--- src/kfpi_pkg.sv ---
// Shared types and constants for the keyframe pose interpolator.
`timescale 1ns / 1ps

package kfpi_pkg;

    localparam int CHAN_W   = 4;
    localparam int VALUE_W  = 32;
    localparam int STEPS_W  = 10;
    localparam int FRAMES_W = 7;

    localparam logic [STEPS_W-1:0] STEPS_RESET = 10'd190;

    // Request action codes
    localparam logic [1:0] ACT_TICK   = 2'd0;
    localparam logic [1:0] ACT_SET    = 2'd1;
    localparam logic [1:0] ACT_STORE  = 2'd2;
    localparam logic [1:0] ACT_TOGGLE = 2'd3;

    typedef enum logic [1:0] {
        OP_TICK,
        OP_SET,
        OP_STORE,
        OP_TOGGLE
    } op_t;

    typedef struct packed {
        logic [1:0]                action;
        logic [CHAN_W-1:0]         channel;
        logic signed [VALUE_W-1:0] value;
    } cmd_t;

    typedef struct packed {
        logic [CHAN_W-1:0]         out_channel;
        logic signed [VALUE_W-1:0] out_value;
        logic                      playing;
        logic [FRAMES_W-1:0]       stored_frames;
        logic                      last;
    } result_t;

    typedef struct packed {
        op_t                op;
        logic               chan_ok;
        logic [CHAN_W-1:0]  channel;
        logic [VALUE_W-1:0] value;
    } q_entry_t;

endpackage

--- src/kfpi_div.sv ---
// Bit-serial signed-by-unsigned divider, truncating toward zero.
`timescale 1ns / 1ps

module kfpi_div
    import kfpi_pkg::*;
(
    input  logic                      clk,
    input  logic                      rst_n,
    input  logic                      start,
    input  logic signed [VALUE_W:0]   dividend,
    input  logic [STEPS_W-1:0]        divisor,
    output logic                      done,
    output logic [VALUE_W-1:0]        quotient
);

    localparam int MAG_W = VALUE_W + 1;
    localparam int CNT_W = $clog2(MAG_W + 1);

    logic               run_reg, run_next;
    logic [CNT_W-1:0]   cnt_reg, cnt_next;
    logic [MAG_W-1:0]   mag_reg, mag_next;
    logic [STEPS_W-1:0] rem_reg, rem_next;
    logic [MAG_W-1:0]   quo_reg, quo_next;
    logic [STEPS_W-1:0] den_reg, den_next;
    logic               neg_reg, neg_next;
    logic               done_reg, done_next;
    logic [VALUE_W-1:0] res_reg, res_next;

    logic [STEPS_W:0]   trial;
    logic               qbit;
    logic [MAG_W-1:0]   q_final;

    always_comb
    begin
        run_next  = run_reg;
        cnt_next  = cnt_reg;
        mag_next  = mag_reg;
        rem_next  = rem_reg;
        quo_next  = quo_reg;
        den_next  = den_reg;
        neg_next  = neg_reg;
        done_next = 1'b0;
        res_next  = res_reg;

        trial   = {rem_reg, mag_reg[MAG_W-1]};
        qbit    = (trial >= {1'b0, den_reg});
        q_final = {quo_reg[MAG_W-2:0], qbit};

        if (start)
        begin
            // take the magnitude; -2^32 still fits in 33 unsigned bits
            run_next = 1'b1;
            cnt_next = CNT_W'(MAG_W);
            neg_next = dividend[VALUE_W];
            mag_next = dividend[VALUE_W] ? MAG_W'(-dividend) : MAG_W'(dividend);
            rem_next = '0;
            quo_next = '0;
            den_next = divisor;
        end
        else if (run_reg)
        begin
            rem_next = qbit ? STEPS_W'(trial - {1'b0, den_reg}) : trial[STEPS_W-1:0];
            mag_next = {mag_reg[MAG_W-2:0], 1'b0};
            quo_next = q_final;
            cnt_next = cnt_reg - CNT_W'(1);
            if (cnt_reg == CNT_W'(1))
            begin
                run_next  = 1'b0;
                done_next = 1'b1;
                res_next  = neg_reg ? VALUE_W'(-q_final[VALUE_W-1:0])
                                    : q_final[VALUE_W-1:0];
            end
        end
    end

    always_ff @(posedge clk or negedge rst_n)
    begin
        if (!rst_n)
        begin
            run_reg  <= 1'b0;
            cnt_reg  <= '0;
            done_reg <= 1'b0;
        end
        else
        begin
            run_reg  <= run_next;
            cnt_reg  <= cnt_next;
            done_reg <= done_next;
        end
    end

    always_ff @(posedge clk)
    begin
        mag_reg <= mag_next;
        rem_reg <= rem_next;
        quo_reg <= quo_next;
        den_reg <= den_next;
        neg_reg <= neg_next;
        res_reg <= res_next;
    end

    assign done     = done_reg;
    assign quotient = res_reg;

endmodule

--- config.mk ---
export PLATFORM = sky130hd
export DESIGN_NAME = kfpi_div
export DESIGN_NICKNAME = d
export VERILOG_FILES = /design/src/kfpi_pkg.sv /design/src/kfpi_div.sv
export SDC_FILE = /design/constraint.sdc
export NUM_CORES = 1
export LEC_CHECK = 0
export ABC_AREA = 1
export BUFFER_PORTS_ARGS = -buffer_cell sky130_fd_sc_hd__buf_2
export CAP_MARGIN = 20
export CORE_MARGIN = 3
export CORE_UTILIZATION = 49
export DETAILED_ROUTE_END_ITERATION = 7
export GPL_TIMING_DRIVEN = 0
export HOLD_SLACK_MARGIN = 0.1
export PLACE_DENSITY = 0.81
export SLEW_MARGIN = 20
export SYNTH_ARGS = -nofsm -noshare
export SYNTH_HDL_FRONTEND = slang
export SYNTH_SLANG_ARGS = --single-unit
--- constraint.sdc ---
create_clock -name clk -period 3.5 [get_ports clk]
set_input_delay 1.05 -clock clk [delete_from_list [all_inputs] [get_ports clk]]
set_output_delay 1.05 -clock clk [all_outputs]
set_load 0.05 [all_outputs]
Yosys cells after proc, flatten, opt, wreduce, memory -nomap -nowiden

Index checks and enable logic that the tools add are counted.
Widths: inputs -> output; s select.

Equality and inequality tests: 1
Multipliers: 0
Muxes and demuxes: 13
Shift-type cells: 0
$lt $le $gt $ge: 1
Bitwise operators: 1
Divide/modulo/power cells: 0
Reduce and logical (&&, ||, !) cells: 2
Add/sub/neg operators: 4

Operators with widths:

| kind                | number |
|---|---|
| $mux 33             | 3 |
| $neg 33->33         | 1 |
| $mux 32             | 1 |
| $neg 32->32         | 1 |
| $mux 6              | 2 |
| $ge 11x10->1        | 1 |
| $mux 10             | 1 |
| $sub 10x10->10      | 1 |
| $eq 6x1->1 const B  | 1 |
| $mux 1              | 6 |
| $sub 6x1->6 const B | 1 |
| $reduce_and 3->1    | 1 |
| $reduce_bool 2->1   | 1 |
| $not 1->1           | 1 |

Memories kept: 0
Output and inout bits: 33
Flip-flop bits (word level): 125
Bits in writable memories: 0
Bits in latches: 0
Logic and storage cells: 31
Bits in read-only memories: 0

Depth between registers and ports, before layout

Depth in word-level cells: 4
Depth in mapped cells: 18

Worst setup path after synthesis

Ideal clock, no wire load.

Path type: input to register
From: in start
To: reg res_reg[0], in the netlist quotient[0] (enable)
Path buffers: 2
Required time: 3039 ps
Setup slack: -639 ps
Arrival: 3678 ps
Stages on the path: 3
Cell sequence: buf_2 -> buf_1 -> nor3_1

Word-level cells in the longest chain between the ends: 2

Ends and longest elaborated chain:

| element                           | line           | source |
|---|---|---|
| start, declared                   | kfpi_div.sv:9  | `input logic start,` |
| $not 1->1 (no source line)        | n/a            |  |
| $reduce_and 3->1 (no source line) | n/a            |  |
| end signal, assigned              | kfpi_div.sv:99 | `res_reg <= res_next;` |
| end, declared                     | kfpi_div.sv:27 | `logic [VALUE_W-1:0] res_reg, res_next;` |

No other way between the ends.
A chain may end at the register's enable or synchronous reset.

Worst setup path after layout

From: reg den_reg[4]
To: reg res_reg[24], in the netlist quotient[24] (data pin)

Word-level cells in the longest chain between the ends: 3

Ends and longest elaborated chain:

| element                | line           | source |
|---|---|---|
| start, declared        | kfpi_div.sv:24 | `logic [STEPS_W-1:0] den_reg, den_next;` |
| start signal, assigned | kfpi_div.sv:97 | `den_reg <= den_next;` |
| $ge 11x10->1           | kfpi_div.sv:46 | `qbit = (trial >= {1'b0, den_reg});` |
| $neg 32->32            | kfpi_div.sv:70 | `res_next = neg_reg ? VALUE_W'(-q_final[VALUE_W-1:0])` |
| $mux 32                | kfpi_div.sv:70 |  |

No other way between the ends.

==> results.sh <==
export IMPL_remaining_drcs=0
export IMPL_post_synth_cell_area_avg_um2=8.25
export IMPL_placeableCoreArea_um2=13300
export IMPL_synth_top_cell_area_share_pct=34.0
export IMPL_final_nets=972
export IMPL_cp_cell_sequence="inv_1, ha_1, nand2_1, nand2_1, a21oi_2, nand2_2, a21oi_4, buf_6, ha_1, nand3_2, nor2_4, nand3_1, nor2_4, nand3_1, o211ai_1, nand2_1"
export IMPL_deepest_level_of_the_cts_h_tree=4
export IMPL_die_w_um=123
export IMPL_antenna_found_initial=0
export IMPL_crit_required_ps=3670
export IMPL_gr_total_overflow=0
export IMPL_fp_dieArea_um2=15100
export IMPL_r2r_end="quotient[24]"
export IMPL_cp_slowest_stage_delay_ps=350
export IMPL_grt_start_max_net_pins=43
export IMPL_netlist_area_um2=6710
export IMPL_vias_per_cell=5.40
export IMPL_path_buf_inv=2
export IMPL_leading_cell_types_in_the_layout_fill_and_taps_excluded="sky130_fd_sc_hd__nand2_1 (218), sky130_fd_sc_hd__inv_1 (92), sky130_fd_sc_hd__buf_2 (82), sky130_fd_sc_hd__edfxtp_1 (76), sky130_fd_sc_hd__nor2_1 (63)"
export IMPL_largest_register_ffs=33
export IMPL_synth_enable_flop_cells=76
export IMPL_layout_commonest_cell="sky130_fd_sc_hd__nand2_1"
export IMPL_std_cell_rows=42
export IMPL_crit_path_start_kind="flop"
export IMPL_critical_path_max_fanout=10
export IMPL_setup_viol_count_final=0
export IMPL_finalCritPeriodShare_pct=90.6
export IMPL_final_util_pct=60.3
export IMPL_leakagePower_uw=0.00366
export IMPL_post_synth_num_cell_types=42
export IMPL_syn_nets=874
export IMPL_max_slew_headroom_pct=39.9
export IMPL_area_delta_synth_final_pct=19.5
export IMPL_vdd_drop_max_uv=407
export IMPL_timing_reg2reg_setup_slack_ps=330
export IMPL_drv_max_cap_violation_count=0
export IMPL_global_route_wire_length_before_repair_um=25800
export IMPL_gp_congestion=0.903
export IMPL_drt_wl_total_um=15700
export IMPL_clock_tree_from_tritoncts="built"
export IMPL_fp_dieH_um=123
export IMPL_all_layer_gr_usage_pct=21.6
export IMPL_ys_seq_area_share_pct=49.2
export IMPL_synthDominantAreaCellType="sky130_fd_sc_hd__edfxtp_1"
export IMPL_number_of_drc_violations_after_detailed_routing_iteration_0=451
export IMPL_post_layout_nonfiller_instances=1100
export IMPL_root_buffer="sky130_fd_sc_hd__clkbuf_16"
export IMPL_power_total_uw=5510
export IMPL_initial_core_util_pct=50.5
export IMPL_ys_ff_latch=125
export IMPL_clk_insertion_delay_late_ps=420
export IMPL_critical_path_top_delay_family="simple AND/OR/NAND/NOR gates"
export IMPL_final_setup_skew_ps=7.78
export IMPL_worst_path_most_repeated_cell="sky130_fd_sc_hd__nand2_1"
export IMPL_r2r_worst_path_cells=16
export IMPL_routed_via_count=5944
export IMPL_post_place_cells=1068
export IMPL_yosys_warnings=0
export IMPL_place_hpwl_um=11200
export IMPL_grt_setup_unrepaired="false"
export IMPL_path_clk_slew_ps=60
export IMPL_ant_nets=0
export IMPL_clock_tree_buffer_depth=2
export IMPL_worst_r2r_startpoint="den_reg[4]"
export IMPL_io_buffer_count=78
export IMPL_postSynth_topFlopCell="sky130_fd_sc_hd__edfxtp_1"
export IMPL_diodes=0
export IMPL_worst_setup_path_end_kind="flop"
export IMPL_async_sr_flop_fraction_pct=6.40
export IMPL_drt_first_pass_iters=5
export IMPL_highest_delay_cell_along_the_critical_path="sky130_fd_sc_hd__edfxtp_1"
export IMPL_most_area_consuming_cells_after_synthesis="sky130_fd_sc_hd__edfxtp_1 (34%), sky130_fd_sc_hd__dfxtp_1 (12%), sky130_fd_sc_hd__nand2_1 (12%), sky130_fd_sc_hd__inv_1 (5.1%), sky130_fd_sc_hd__xor2_1 (4.7%)"
export IMPL_arrival_ps=3340
export IMPL_final_layout_size_suffix_gt1_share_pct=14.9
export IMPL_setup_worst_path_class="flop to flop"
export IMPL_clkSinkCount=125
export IMPL_top_level_ports=79
export IMPL_report_final_hold_viol_count=0
export IMPL_achievable_frequency_ghz=0.315
export IMPL_avgRoutedWirePerCell_um=14.3
export IMPL_shortest_period_the_worst_path_allows_ps=3170
export IMPL_worst_slew_pin_transition_ps=901
export IMPL_netlist_instances=813
export IMPL_hold_path_class="primary input to async pin"
export IMPL_grt_pass1_vias=5614
export IMPL_status="finished clean"
export IMPL_pwr_density_nw_per_um2=687
export IMPL_cts_buffers_inserted=17
export IMPL_timing_max_transition_violations_final=0
[cell type report]
type                            instances  area, um2
Buffer                                 23        114
Clock buffer                           19        454
Clock inverter                         13        213
Fill cell                            1140       5280
Inverter                               97        364
Multi-Input combinational cell        568       2940
Sequential cell                       125       3300
Tap cell                              176        220
Timing Repair Buffer                   79        402
[logic make-up after synthesis]
group | share of synthesized area (%)
compound gates | 9.66
flops | 49.2
buf+inv | 7.13
xor+xnor | 5.09
simple gates | 26.0
fa+ha+maj | 2.91
[metrics by stage]
step	hold slack (ps)	setup TNS [ps]	worst slack (ps)	instance area, um2
after floorplan	443	0	355	6710
after global placement	461	-17970	-565	7320
after detailed placement	465	0	343	7340
after CTS	462	0	346	8010
after global routing	462	0	55.8	8010
final	465	0	330	8010
[metal layers]
layer / part of all wire (%) / vias to the layer above / global-route usage (%)
met5: 0 / - / 0
met4: 2.4 / 0 / 9.83
met3: 6.7 / 40 / 4.85
met2: 49 / 231 / 36.4
met1: 42 / 2739 / 26.5
li1: - / 2934 / -
[cell usage after synthesis, drive strengths merged, types with 3 or more instances]
master and count:
nand2 223, inv 94, edfxtp 76, nor2 68, nand3 60, o21ai 51
dfxtp 41, xor2 36, o22ai 32, nand4 25, a21oi 17, ha 14
nor3 14, buf 13, clkbuf 10, dfrtp 8, or2 6, a31oi 4
o31ai 4, clkinv 3, o211ai 3, xnor2 3
[worst max-delay path by stage]
stage                           from      endpoint  slack, ps  depth (start not counted)
after CTS                 den_reg[4]  quotient[26]        350                         16
after floorplan                start   quotient[0]        350                          3
final                     den_reg[4]  quotient[24]        330                         16
after global placement         start  quotient[25]       -560                          4
after detailed placement       start   quo_reg[23]        340                          6
after global routing      den_reg[2]  quotient[26]         60                         16
[worst register-to-register path, cell delays in order, from the launching register on]
cell	delay, ps
sky130_fd_sc_hd__edfxtp_1	350
sky130_fd_sc_hd__inv_1	70
sky130_fd_sc_hd__ha_1	270
sky130_fd_sc_hd__nand2_1	110
sky130_fd_sc_hd__nand2_1	90
sky130_fd_sc_hd__a21oi_2	170
sky130_fd_sc_hd__nand2_2	120
sky130_fd_sc_hd__a21oi_4	250
sky130_fd_sc_hd__buf_6	190
sky130_fd_sc_hd__ha_1	190
sky130_fd_sc_hd__nand3_2	150
sky130_fd_sc_hd__nor2_4	160
sky130_fd_sc_hd__nand3_1	160
sky130_fd_sc_hd__nor2_4	170
sky130_fd_sc_hd__nand3_1	170
sky130_fd_sc_hd__o211ai_1	230
sky130_fd_sc_hd__nand2_1	70
[power by group]
| part | internal [uW] | switching [uW] | total [uW] |
|---|---|---|---|
| clock | 1310 | 654 | 1960 |
| sequential | 1810 | 83.6 | 1890 |
| combinational | 580 | 1070 | 1650 |
[repair_timing]
action	4_1_cts	5_1_grt
gates resized for setup	0	2
setup endpoints to repair	0	1
hold buffers	0	0
hold endpoints to repair	0	0
buffers inserted	0	0
No activity file was read; power rests on OpenSTA's default activity.
