### src/kfpi_pkg.sv
// Shared types and constants for the keyframe pose interpolator.
`timescale 1ns / 1ps

package kfpi_pkg;

    localparam int CHAN_W   = 4;
    localparam int VALUE_W  = 32;
    localparam int STEPS_W  = 10;
    localparam int FRAMES_W = 7;

    localparam logic [STEPS_W-1:0] STEPS_RESET = 10'd190;

    // Request action codes
    localparam logic [1:0] ACT_TICK   = 2'd0;
    localparam logic [1:0] ACT_SET    = 2'd1;
    localparam logic [1:0] ACT_STORE  = 2'd2;
    localparam logic [1:0] ACT_TOGGLE = 2'd3;

    typedef enum logic [1:0] {
        OP_TICK,
        OP_SET,
        OP_STORE,
        OP_TOGGLE
    } op_t;

    typedef struct packed {
        logic [1:0]                action;
        logic [CHAN_W-1:0]         channel;
        logic signed [VALUE_W-1:0] value;
    } cmd_t;

    typedef struct packed {
        logic [CHAN_W-1:0]         out_channel;
        logic signed [VALUE_W-1:0] out_value;
        logic                      playing;
        logic [FRAMES_W-1:0]       stored_frames;
        logic                      last;
    } result_t;

    typedef struct packed {
        op_t                op;
        logic               chan_ok;
        logic [CHAN_W-1:0]  channel;
        logic [VALUE_W-1:0] value;
    } q_entry_t;

endpackage

### src/kfpi_front.sv
// Request front end: decode and classify requests into a two-entry queue.
`timescale 1ns / 1ps

module kfpi_front
    import kfpi_pkg::*;
#(
    parameter int CHANNELS = 11
) (
    input  logic     clk,
    input  logic     rst_n,
    input  logic     start,
    output logic     busy,
    input  cmd_t     cmd,
    output logic     q_valid,
    output q_entry_t q_entry,
    input  logic     q_pop
);

    q_entry_t   ent_reg [2];
    logic       wr_ptr_reg, rd_ptr_reg;
    logic [1:0] cnt_reg;
    logic       push;
    q_entry_t   decoded;

    always_comb
    begin
        decoded.channel = cmd.channel;
        decoded.value   = cmd.value;
        decoded.chan_ok = ({1'b0, cmd.channel} < (CHAN_W + 1)'(CHANNELS));
        unique case (cmd.action)
            ACT_TICK:   decoded.op = OP_TICK;
            ACT_SET:    decoded.op = OP_SET;
            ACT_STORE:  decoded.op = OP_STORE;
            ACT_TOGGLE: decoded.op = OP_TOGGLE;
            default:    decoded.op = OP_TICK;
        endcase
    end

    assign busy    = (cnt_reg == 2'd2);
    assign push    = start && !busy;
    assign q_valid = (cnt_reg != 2'd0);
    assign q_entry = ent_reg[rd_ptr_reg];

    always_ff @(posedge clk)
    begin
        if (push)
        begin
            ent_reg[wr_ptr_reg] <= decoded;
        end
    end

    always_ff @(posedge clk or negedge rst_n)
    begin
        if (!rst_n)
        begin
            wr_ptr_reg <= 1'b0;
            rd_ptr_reg <= 1'b0;
            cnt_reg    <= 2'd0;
        end
        else
        begin
            if (push)
            begin
                wr_ptr_reg <= !wr_ptr_reg;
            end
            if (q_pop && q_valid)
            begin
                rd_ptr_reg <= !rd_ptr_reg;
            end
            cnt_reg <= cnt_reg + 2'(push) - 2'(q_pop && q_valid);
        end
    end

endmodule

### config.mk
export PLATFORM = sky130hd
export DESIGN_NAME = kfpi_front
export DESIGN_NICKNAME = d
export VERILOG_FILES = /design/src/kfpi_pkg.sv /design/src/kfpi_front.sv
export SDC_FILE = /design/constraint.sdc
export NUM_CORES = 1
export LEC_CHECK = 0
export BUFFER_PORTS_ARGS = -buffer_cell sky130_fd_sc_hd__buf_4
export CORE_UTILIZATION = 45
export CTS_CLUSTER_DIAMETER = 30
export DETAILED_ROUTE_END_ITERATION = 10
export PLACE_DENSITY = 0.8
export SLEW_MARGIN = 40
export SYNTH_ARGS = -nofsm -noshare
export SYNTH_HDL_FRONTEND = slang
export SYNTH_SLANG_ARGS = --single-unit
### constraint.sdc
create_clock -name clk -period 2.8 [get_ports clk]
set_input_delay 0.28 -clock clk [delete_from_list [all_inputs] [get_ports clk]]
set_output_delay 0.28 -clock clk [all_outputs]
set_load 0.05 [all_outputs]
# After elaboration in Yosys (flattened, before gate mapping)
# Memories as Yosys holds them, arrays and structs flattened.
# Index checks and enable logic that the tools add are counted.
# Widths: inputs -> output; s select.
[totals]
n_memories = 1
word_cells = 21
register_bits = 4
ramBits = 78
[op_classes]
n_addsub = 2
n_reduce_logical = 7
n_mux = 3
n_lt_le_gt_ge = 1
n_eq_ne = 4
[memory_table]
columns = ["memory", "words", "width", "rd", "rd_ports_with_merged_regs", "write_ports", "line", "source"]
rows = [
  ["ent_reg", 2, 39, 1, 0, 1, "kfpi_front.sv:19", "q_entry_t ent_reg [2];"],
]
[op_table]
columns = ["cell", "n"]
rows = [
  ["$pmux 2 s4", 1],
  ["$eq 2x2->1 const B", 3],
  ["$lt 4x4->1 const B", 1],
  ["$logic_not 1->1", 3],
  ["$add 2x1->2", 1],
  ["$eq 2x1->1 const B", 1],
  ["$logic_and 1x1->1", 2],
  ["$logic_not 2->1", 1],
  ["$mux 1", 2],
  ["$reduce_bool 2->1", 1],
  ["$sub 2x1->2", 1],
]

# Depth between registers and ports, before layout
# Gate-level depths: netlist of the first run.
[logic_depth]
ltp_word = 5
mapped_depth = 7

# Worst setup path after synthesis of the first run
# Ideal clock, no wire load.
[synth_timing]
kind = "register to register"
from = "register cnt_reg[1]"
to = "memory ent_reg[0][0] in the netlist's numbering (enable)"
required_ns = 2.365
n_path_buf = 0
setup_slack_ns = 0.132
path_stages_with_launch = 4
setup_time_ns = 0.435
arrival_time_ns = 2.233
cell_sequence = "dfrtp_1 > nand2b_1 > nand2_1 > nor2_1"
[synth_between]
elab_chain_len = 5
[synth_rtl]
columns = ["element", "line", "source"]
rows = [
  ["from (decl)", "kfpi_front.sv:21", "logic [1:0] cnt_reg;"],
  ["from (signal assigned)", "kfpi_front.sv:70", "cnt_reg <= cnt_reg + 2'(push) - 2'(q_pop && q_valid);"],
  ["$eq 2x2->1", "kfpi_front.sv:39", "assign busy = (cnt_reg == 2'd2);"],
  ["$logic_not 1->1", "kfpi_front.sv:40", "assign push = start && !busy;"],
  ["$logic_and 1x1->1", "kfpi_front.sv:40", ""],
  ["$mux 1", "kfpi_front.sv:46", "if (push)"],
  ["$mux 1 (not written as such)", "kfpi_front.sv:48", "ent_reg[wr_ptr_reg] <= decoded;"],
  ["to (decl)", "kfpi_front.sv:19", ""],
]
# Every way passes these cells.

==> flow_summary.ini, run 1 <==
[synthesis]
synth.distinct_cells = 16
netlist.area_leader.share_pct = 76.8
yosysTopAreaCell = edfxtp_1
ys_ff_latch = 82
yosys-top-cells-area = edfxtp_1 77%, mux2_2 14%, dfrtp_1 3.3%
ys_warn_count = 0
ys_seq_area_share_pct = 80.1
syn-mean-instance-area_um2 = 21.3
syn-cell-area_um2 = 3050
syn_inst = 143
synth_fp_nets = 187

[sta]
period_minus_slack_ps = 2020
grt_setup_unrepaired = false
holdWs_ps = 118
maxSlewViolCount = 0
worst_pin_slew_ps = 535
fmax_mhz = 494
finalWorstSetupSlack_ps = 776
setup_viol = 0
relSlewSlack_pct = 64.2
tns_ps = 0
hold_viol = 0
period_share_pct = 72.3
fin_skew_ps = 8.01

[power_and_ir_drop]
leakage_nw = 1.51
total_power_w = 0.00488
pwr_density_cell_nw_per_um2 = 1220
swShare_pct = 39.4
ir_worst_vdd_mv = 0.624
seq_power_share_pct = 35.8
p_clk_share_pct = 19.4
p_sw_w = 0.00192
intPower_w = 0.00296
power_frac_comb_pct = 44.8

[floorplanning]
placementRows = 29
initial_core_util_pct = 47.2
coreArea_um2 = 6460
die_h_um = 84.3
fp.dieW_um = 84.3
io_pins = 83
dieArea_um2 = 7110

[critical_path]
worst_setup_path_end_kind = output port
start_kind = register
r2r_end = ent_reg[1][35]
critPathArrivalTime_ps = 1740
worst_path_max_delay_cell = buf_4
crit_type = register to output port
worst-path-max-fanout = 40
crit_top_cell = buf_4
rrSetupSlack_ps = 1100
max_stage_delay_ps = 450
r2r-start = cnt_reg[1]
crit_path_cell_trace = buf_4 > mux2_2 > buf_4
critPathRequiredTime_ps = 2520
r2r_cells = 3

[clock_tree]
postCtsSetupBuffers = 0
clock_latency_ps = 340
h-tree-depth = 3
clock_path_buffers = 2
clk_pin_slew_worst_paths_ps = 80
tritoncts = built
numCtsBuffers = 9
root_buffer = clkbuf_8
cts.sinks = 82

[run_status]
status = finished, violations left
violations = design-rule violations

[drt]
drt-wirelength-per-cell_um = 16.0
drt_pass1_iterations = 7
avgViaCountPerCell = 4.96
drc = 8
ant_nets = 0
drt_iter0_markers = 89
route.vias.total = 1566
wirelength_um = 5070

[min_path]
min-delay-start = cmd[17]
min_to = ent_reg[0][17]
whs_path_depth = 1
min_path_type = input pin to register

[cells_and_area]
seq_area_um2 = 2440
drive_gt1_share_pct = 59.8
fillerInstances = 483
layout.nets = 278
multiInputGateArea_um2 = 554
largest_reg_flops = 78
syn_to_final_growth_pct = 31.0
n_antenna_cell = 0

[place]
finalWeightedCongestion = 0.703
numPortBuffers = 82
dp_slack_ps = 1080
dp.final_hpwl_um = 3340

[run]
maxCapViolations = 0

[grt]
grt_pass1_wl_um = 8050
antenna_found_initial = 0
grt_usage_pct = 15.1
grt_pass1_vias = 1702
grt_max_degree = 41
grt.overflow.total = 0
## Yosys cell counts
cell / instances
edfxtp_1: 78
mux2_2: 39
buf_6: 4
dfrtp_1: 4
xnor2_1: 3
clkbuf_1: 2
ha_1: 2
inv_1: 2
nand2_1: 2
a21o_1: 1
and2_4: 1
and3_1: 1
nand2b_1: 1
nor2_1: 1
or2_1: 1
xor2_1: 1
## timing repair
item / CTS / global route
hold buffers: 1 / 0
endpoints found under the hold margin: 4 / 0
gates resized for setup: 0 / 0
setup endpoints to repair: 0 / 0
## cells by family (layout without fill, tap and decap cells)
group	after synthesis	count (layout)	synth area share, %
AOI/OAI and AO/OA	1	1	0.246
DFF	82	82	80.1
buffers and inverters	8	104	1.97
adders and majority gates	2	2	0.821
muxes	39	39	14.4
xor gates and xnor gates	4	4	1.15
and+or+nand+nor	7	7	1.27
## metrics by stage
stage                     instances  instance area [um^2]  util [%]
final                           316                  3990      61.8
after floorplan                 143                  3050         -
after CTS                       316                  3990      61.8
after global placement          299                  3750      58.1
after global routing            316                  3990      61.8
after detailed placement        299                  3750      58.1
## power groups by stage
stage | Combinational, W | Clock [W] | Sequential [W]
global route | 0.00229 | 0.00102 | 0.00177
finish | 0.00219 | 0.000947 | 0.00175
detailed placement | 0.00221 | 0 | 0.00178
global placement | 0.00220 | 0 | 0.00176
floorplan | 0.00163 | 0 | 0.00177
CTS | 0.00221 | 0.000968 | 0.00175
## placed cells by master (no fill, tap or decap), drive strengths merged
cell         netlist  routed
buf                4      85
bufinv             0       2
nand2b             1       1
dlygate4sd3        0       1
clkinvlp           0       2
and3               1       1
mux2              39      39
xor2               1       1
a21o               1       1
xnor2              3       3
or2                1       1
nor2               1       1
inv                2       2
edfxtp            78      78
clkbuf             2      12
nand2              2       2
and2               1       1
ha                 2       2
dfrtp              4       4
## layer usage
metal  up-vias  track usage, %  share of wire, %  wire, um
li1        733               -                 -         -
met1       768            17.1                40      2020
met2        57            25.3                51      2560
met3         8            6.00               8.2       418
met4         0            7.05               1.4        69
met5         -               0                 0         0
## layout make-up
class                   instances  share of cell area (%)
inverters                       2                   0.188
well taps                      77                    2.41
multi-input cells              53                    13.9
flip-flops and latches         82                    61.2
clock buffers                  12                    3.89
repair buffers                 86                    16.5
clock inverters                 4                    1.88
## critical path, delay by kind of cell (launching register included)
family,cells,cell delay (ps)
muxes,1,410
buffers and inverters,2,640
DFF,1,350
## worst max path at each step
stage                    start            end  slack, ps  cells past startpoint
CTS                 rd_ptr_reg    q_entry[26]        720                      3
finish              rd_ptr_reg    q_entry[29]        780                      3
global route        rd_ptr_reg    q_entry[26]        680                      3
global placement    cnt_reg[1]  ent_reg[1][6]       1110                      3
floorplan           cnt_reg[1]  ent_reg[0][0]        130                      3
detailed placement  cnt_reg[1]  ent_reg[1][0]       1080                      3
Note: power is estimated with default switching activity, not from simulation.
==> inputs of run 2 (changes only) <==
clock period = 1.6 ns   (was 2.8 ns; I/O delays follow)
==> run 2 against run 1 <==
Effect of this change: the run ends with design-rule violations, negative setup slack left; register-to-register slack got worse by 1200 ps; sequential share of layout area fell by 10 points; final cell count rose by 16%; global-route usage rose by 3.2 points; first-iteration DRC count fell by 47%; wire length rose by 25%; hold slack improved by 20 ps; clock skew fell by 1.1 ps; die area did not move; clock power rose by 71%; sequential power rose by 77%; critical path type unchanged; largest power group unchanged; highest routed layer unchanged.
==> flow_summary.ini, run 2 (same netlist as run 1, synthesis figures left out) <==
[run_status]
status = finished, violations left
violations = design-rule violations, negative setup slack

[power_and_ir_drop]
intPower_w = 0.00598
leakage_nw = 1.84
p_sw_w = 0.00376
power_frac_comb_pct = 51.6
total_power_w = 0.00974
swShare_pct = 38.6
seq_power_share_pct = 31.8
ir_worst_vdd_mv = 1.33
p_clk_share_pct = 16.6
pwr_density_cell_nw_per_um2 = 2040

[critical_path]
start_kind = register
critPathRequiredTime_ps = 1440
r2r_cells = 7
critPathArrivalTime_ps = 1550
rrSetupSlack_ps = -50
r2r-start = cnt_reg[0]
worst_setup_path_end_kind = output port
crit_type = register to output port
worst-path-max-fanout = 8
r2r_end = cnt_reg[1]

[clock_tree]
cts.sinks = 82
clock_path_buffers = 2
clock_latency_ps = 350
clk_pin_slew_worst_paths_ps = 90
numCtsBuffers = 9
root_buffer = clkbuf_8
tritoncts = built
h-tree-depth = 3

[floorplanning]
die_h_um = 84.3
coreArea_um2 = 6460
placementRows = 29
io_pins = 83
initial_core_util_pct = 47.2
fp.dieW_um = 84.3
dieArea_um2 = 7110

[drt]
avgViaCountPerCell = 4.86
drc = 4
drt-wirelength-per-cell_um = 17.2
drt_pass1_iterations = 6
ant_nets = 0
wirelength_um = 6320
route.vias.total = 1783
drt_iter0_markers = 47

[sta]
tns_ps = -3430
grt_setup_unrepaired = true
fin_skew_ps = 6.91
worst_pin_slew_ps = 180
hold_viol = 0
finalWorstSetupSlack_ps = -107
period_share_pct = 107
period_minus_slack_ps = 1710
holdWs_ps = 138
setup_viol = 40
maxSlewViolCount = 0
relSlewSlack_pct = 88.0
fmax_mhz = 586

[place]
finalWeightedCongestion = 0.734
place_area_um2 = 3850
numPortBuffers = 82
dp.final_hpwl_um = 3510

[cells_and_area]
largest_reg_flops = 78
layout.nets = 329
fin_area_um2 = 4770
layout_common_cells = 78 x edfxtp_1, 49 x buf_4, 39 x dlygate4sd3_1, 38 x mux2_2, 38 x buf_6
drive_gt1_share_pct = 55.9
syn_to_final_growth_pct = 56.5
n_antenna_cell = 0
fillerInstances = 372
layout_commonest_cell = edfxtp_1

[min_path]
min_path_type = input pin to asynchronous set/reset pin

[grt]
grt_pass1_wl_um = 9520
grt_usage_pct = 18.3
antenna_found_initial = 0
grt.overflow.total = 0
grt_max_degree = 23
grt_pass1_vias = 1965

[run]
maxCapViolations = 0
[run 2: metal layers]
metal  vias to the layer above  global-route usage, %  share of wire [%]
met4                         0                   10.0                2.8
met1                       873                   19.8                 39
met2                        57                   32.7                 54
li1                        835                      -                  -
met3                        18                   4.72                4.2
met5                         -                      0                  0
[run 2: power groups by stage]
stage	logic [W]	registers, W	clock network [W]
global placement	0.00407	0.00309	0
finish	0.00503	0.00309	0.00162
CTS	0.00498	0.00309	0.00165
detailed placement	0.00409	0.00313	0
floorplan	0.00293	0.00309	0
global route	0.00521	0.00313	0.00173
[run 2: critical path, stage by stage (launching register included)]
cell,delay [ps]
dfrtp_2,420
buf_4,130
clkbuf_16,150
mux2_2,340
buf_6,150
[run 2: how the worst max path moves through the flow]
| stage | from | end | slack, ps | cells past startpoint |
|---|---|---|---|---|
| floorplan | cnt_reg[0] | cnt_reg[1] | -80 | 7 |
| global placement | cnt_reg[0] | cnt_reg[1] | 10 | 7 |
| detailed placement | cnt_reg[0] | cnt_reg[1] | -40 | 7 |
| CTS | rd_ptr_reg | q_entry[35] | -110 | 4 |
| global route | rd_ptr_reg | q_entry[16] | -140 | 4 |
| finish | rd_ptr_reg | q_entry[21] | -110 | 4 |
[run 2: per-stage QoR]
stage               instances  utilization [%]  setup WS (ps)
finish                    367             73.9           -107
global route              367             73.9           -145
CTS                       365             73.6           -109
detailed placement        302             59.6          -45.0
global placement          302             59.6           12.3
floorplan                 143                -          -75.4
[run 2: what timing repair did]
item,in CTS,in global routing
cloned,2,1
pin swaps,4,0
hold endpoints to repair,80,0
resized for setup,45,1
endpoints found under the setup margin,40,40
setup buffers,6,2
hold buffers,39,0
[run 2: cell type report]
cell class,instances,area (um^2),area share [%]
flip-flops and latches,82,2440,51.2
repair buffers,137,1410,29.5
multi-input cells,53,596,12.5
clock buffers,10,128,2.68
well taps,77,96.3,2.02
clock inverters,6,91.3,1.91
inverters,2,7.51,0.157
==> inputs of run 3 (changes only) <==
PLACE_DENSITY = 0.77   (was 0.8)
clock period = 1.85 ns   (was 1.6 ns; I/O delays follow)
==> run 3 against run 2 <==
Effect of this change: the flow finishes with violations (design-rule violations); flip-flop and latch count did not move; utilization fell by 12 points; final cell count fell by 13%; total power fell by 26%; critical endpoint is now cnt_reg[1]; first-iteration DRC count rose by 55%; largest power group unchanged; clock power fell by 26%; clock skew fell by 0.98 ps.
==> flow_summary.ini, run 3 (same netlist as run 1, synthesis figures left out) <==
[clock_tree]
tritoncts = built
post_cts_resized = 0
numCtsBuffers = 9
clk_pin_slew_worst_paths_ps = 80
cts.sinks = 82
h-tree-depth = 3
root_buffer = clkbuf_8
clock_latency_ps = 330
clock_path_buffers = 2

[sta]
grt_setup_unrepaired = false
fin_skew_ps = 5.93
maxSlewViolCount = 0
fmax_mhz = 584
relSlewSlack_pct = 78.1
period_minus_slack_ps = 1710
worst_pin_slew_ps = 328
hold_viol = 0
period_share_pct = 92.6
setup_viol = 0

[place]
numPortBuffers = 82
place_inst = 302
place_area_um2 = 3770
finalWeightedCongestion = 0.698
dp.final_hpwl_um = 3220

[cells_and_area]
n_antenna_cell = 0
largest_reg_flops = 78
drive_gt1_share_pct = 59.9
layout_common_cells = 87 x buf_4, 78 x edfxtp_1, 39 x mux2_2, 9 x clkbuf_8
final_cells = 319
layout.nets = 281
fin_area_um2 = 3970
fillerInstances = 474
layout_commonest_cell = buf_4
syn_to_final_growth_pct = 30.3

[critical_path]
critPathArrivalTime_ps = 1970
worst_setup_path_end_kind = register
worst_path_max_delay_cell = dfrtp_1
critPathRequiredTime_ps = 2100
crit_family = simple AND/OR/NAND/NOR gates
crit_type = register to register
worst-path-max-fanout = 3
crit_path_cell_trace = or2_1 > and2_4 > ha_1 > inv_1 > ha_1 > xnor2_1 > xnor2_1
start_kind = register
r2r-start = cnt_reg[1]
r2r_cells = 7
max_stage_delay_ps = 410
rrSetupSlack_ps = 140
critical_path_buf_inv_count = 1
r2r_end = cnt_reg[1]

[run_status]
violations = design-rule violations
status = finished, violations left

[drt]
drc = 8
drt_pass1_iterations = 9
wirelength_um = 4900
ant_nets = 0
drt_iter0_markers = 73
route.vias.total = 1571
avgViaCountPerCell = 4.92
drt-wirelength-per-cell_um = 15.4

[min_path]
min_to = ent_reg[1][37]
whs_path_depth = 1
min-delay-start = cmd[36]
min_path_type = input pin to register

[power_and_ir_drop]
leakage_nw = 1.52
total_power_w = 0.00721
pwr_density_cell_nw_per_um2 = 1820
ir_worst_vdd_mv = 1.27

[floorplanning]
placementRows = 29
initial_core_util_pct = 47.2
dieArea_um2 = 7110
io_pins = 83
coreArea_um2 = 6460
fp.dieW_um = 84.3
die_h_um = 84.3

[grt]
grt_pass1_vias = 1694
antenna_found_initial = 0
grt.overflow.total = 0
grt_max_degree = 33
grt_usage_pct = 14.7
grt_pass1_wl_um = 7730

[run]
maxCapViolations = 0
[run 3: worst max-delay path by stage]
stage               slack [ps]  cells past startpoint    endpoint       start
CTS                        130                      7  cnt_reg[1]  cnt_reg[1]
floorplan                  -30                      7  cnt_reg[1]  cnt_reg[1]
finish                     140                      7  cnt_reg[1]  cnt_reg[1]
detailed placement         150                      7  cnt_reg[1]  cnt_reg[1]
global placement           220                      7  cnt_reg[1]  cnt_reg[1]
global route                30                      7  cnt_reg[1]  cnt_reg[1]
[run 3: timing repair]
action                     CTS  global route
buffers inserted             0             0
setup endpoints to repair    0             0
hold buffers                 1             0
hold endpoints to repair     4             0
[run 3: final cells by class]
type	count	area (um^2)	share of cell area (%)
multi-input combinational	53	554	14.0
sequential	82	2440	61.6
tap	77	96.3	2.43
clock buffer	10	128	3.21
clock inverter	6	57.6	1.45
inverter	2	7.51	0.189
timing repair buffer	89	683	17.2
[run 3: metrics by stage]
step	setup TNS [ps]	hold slack [ps]	utilization, %	setup WS [ps]
2_1_floorplan	-34.1	-111	-	-34.1
3_3_place_gp	0	-15.3	58.4	220
3_5_place_dp	0	-13.5	58.4	151
4_1_cts	0	15.1	61.5	128
5_1_grt	0	3.46	61.5	33.9
6_report	0	30.4	61.5	137
[run 3: per-layer routing]
layer | track usage [%] | share of wire (%) | up-vias
li1 | - | - | 737
met1 | 16.3 | 40 | 781
met2 | 26.1 | 53 | 46
met3 | 4.82 | 5.8 | 7
met4 | 6.11 | 1.5 | 0
met5 | 0 | 0 | -
[run 3: power breakdown]
part           internal [W]  switching [W]  leakage [nW]
logic               0.00115        0.00221         0.653
clock network      0.000615       0.000581        0.0974
registers           0.00254       0.000114         0.769
total               0.00430        0.00290          1.52
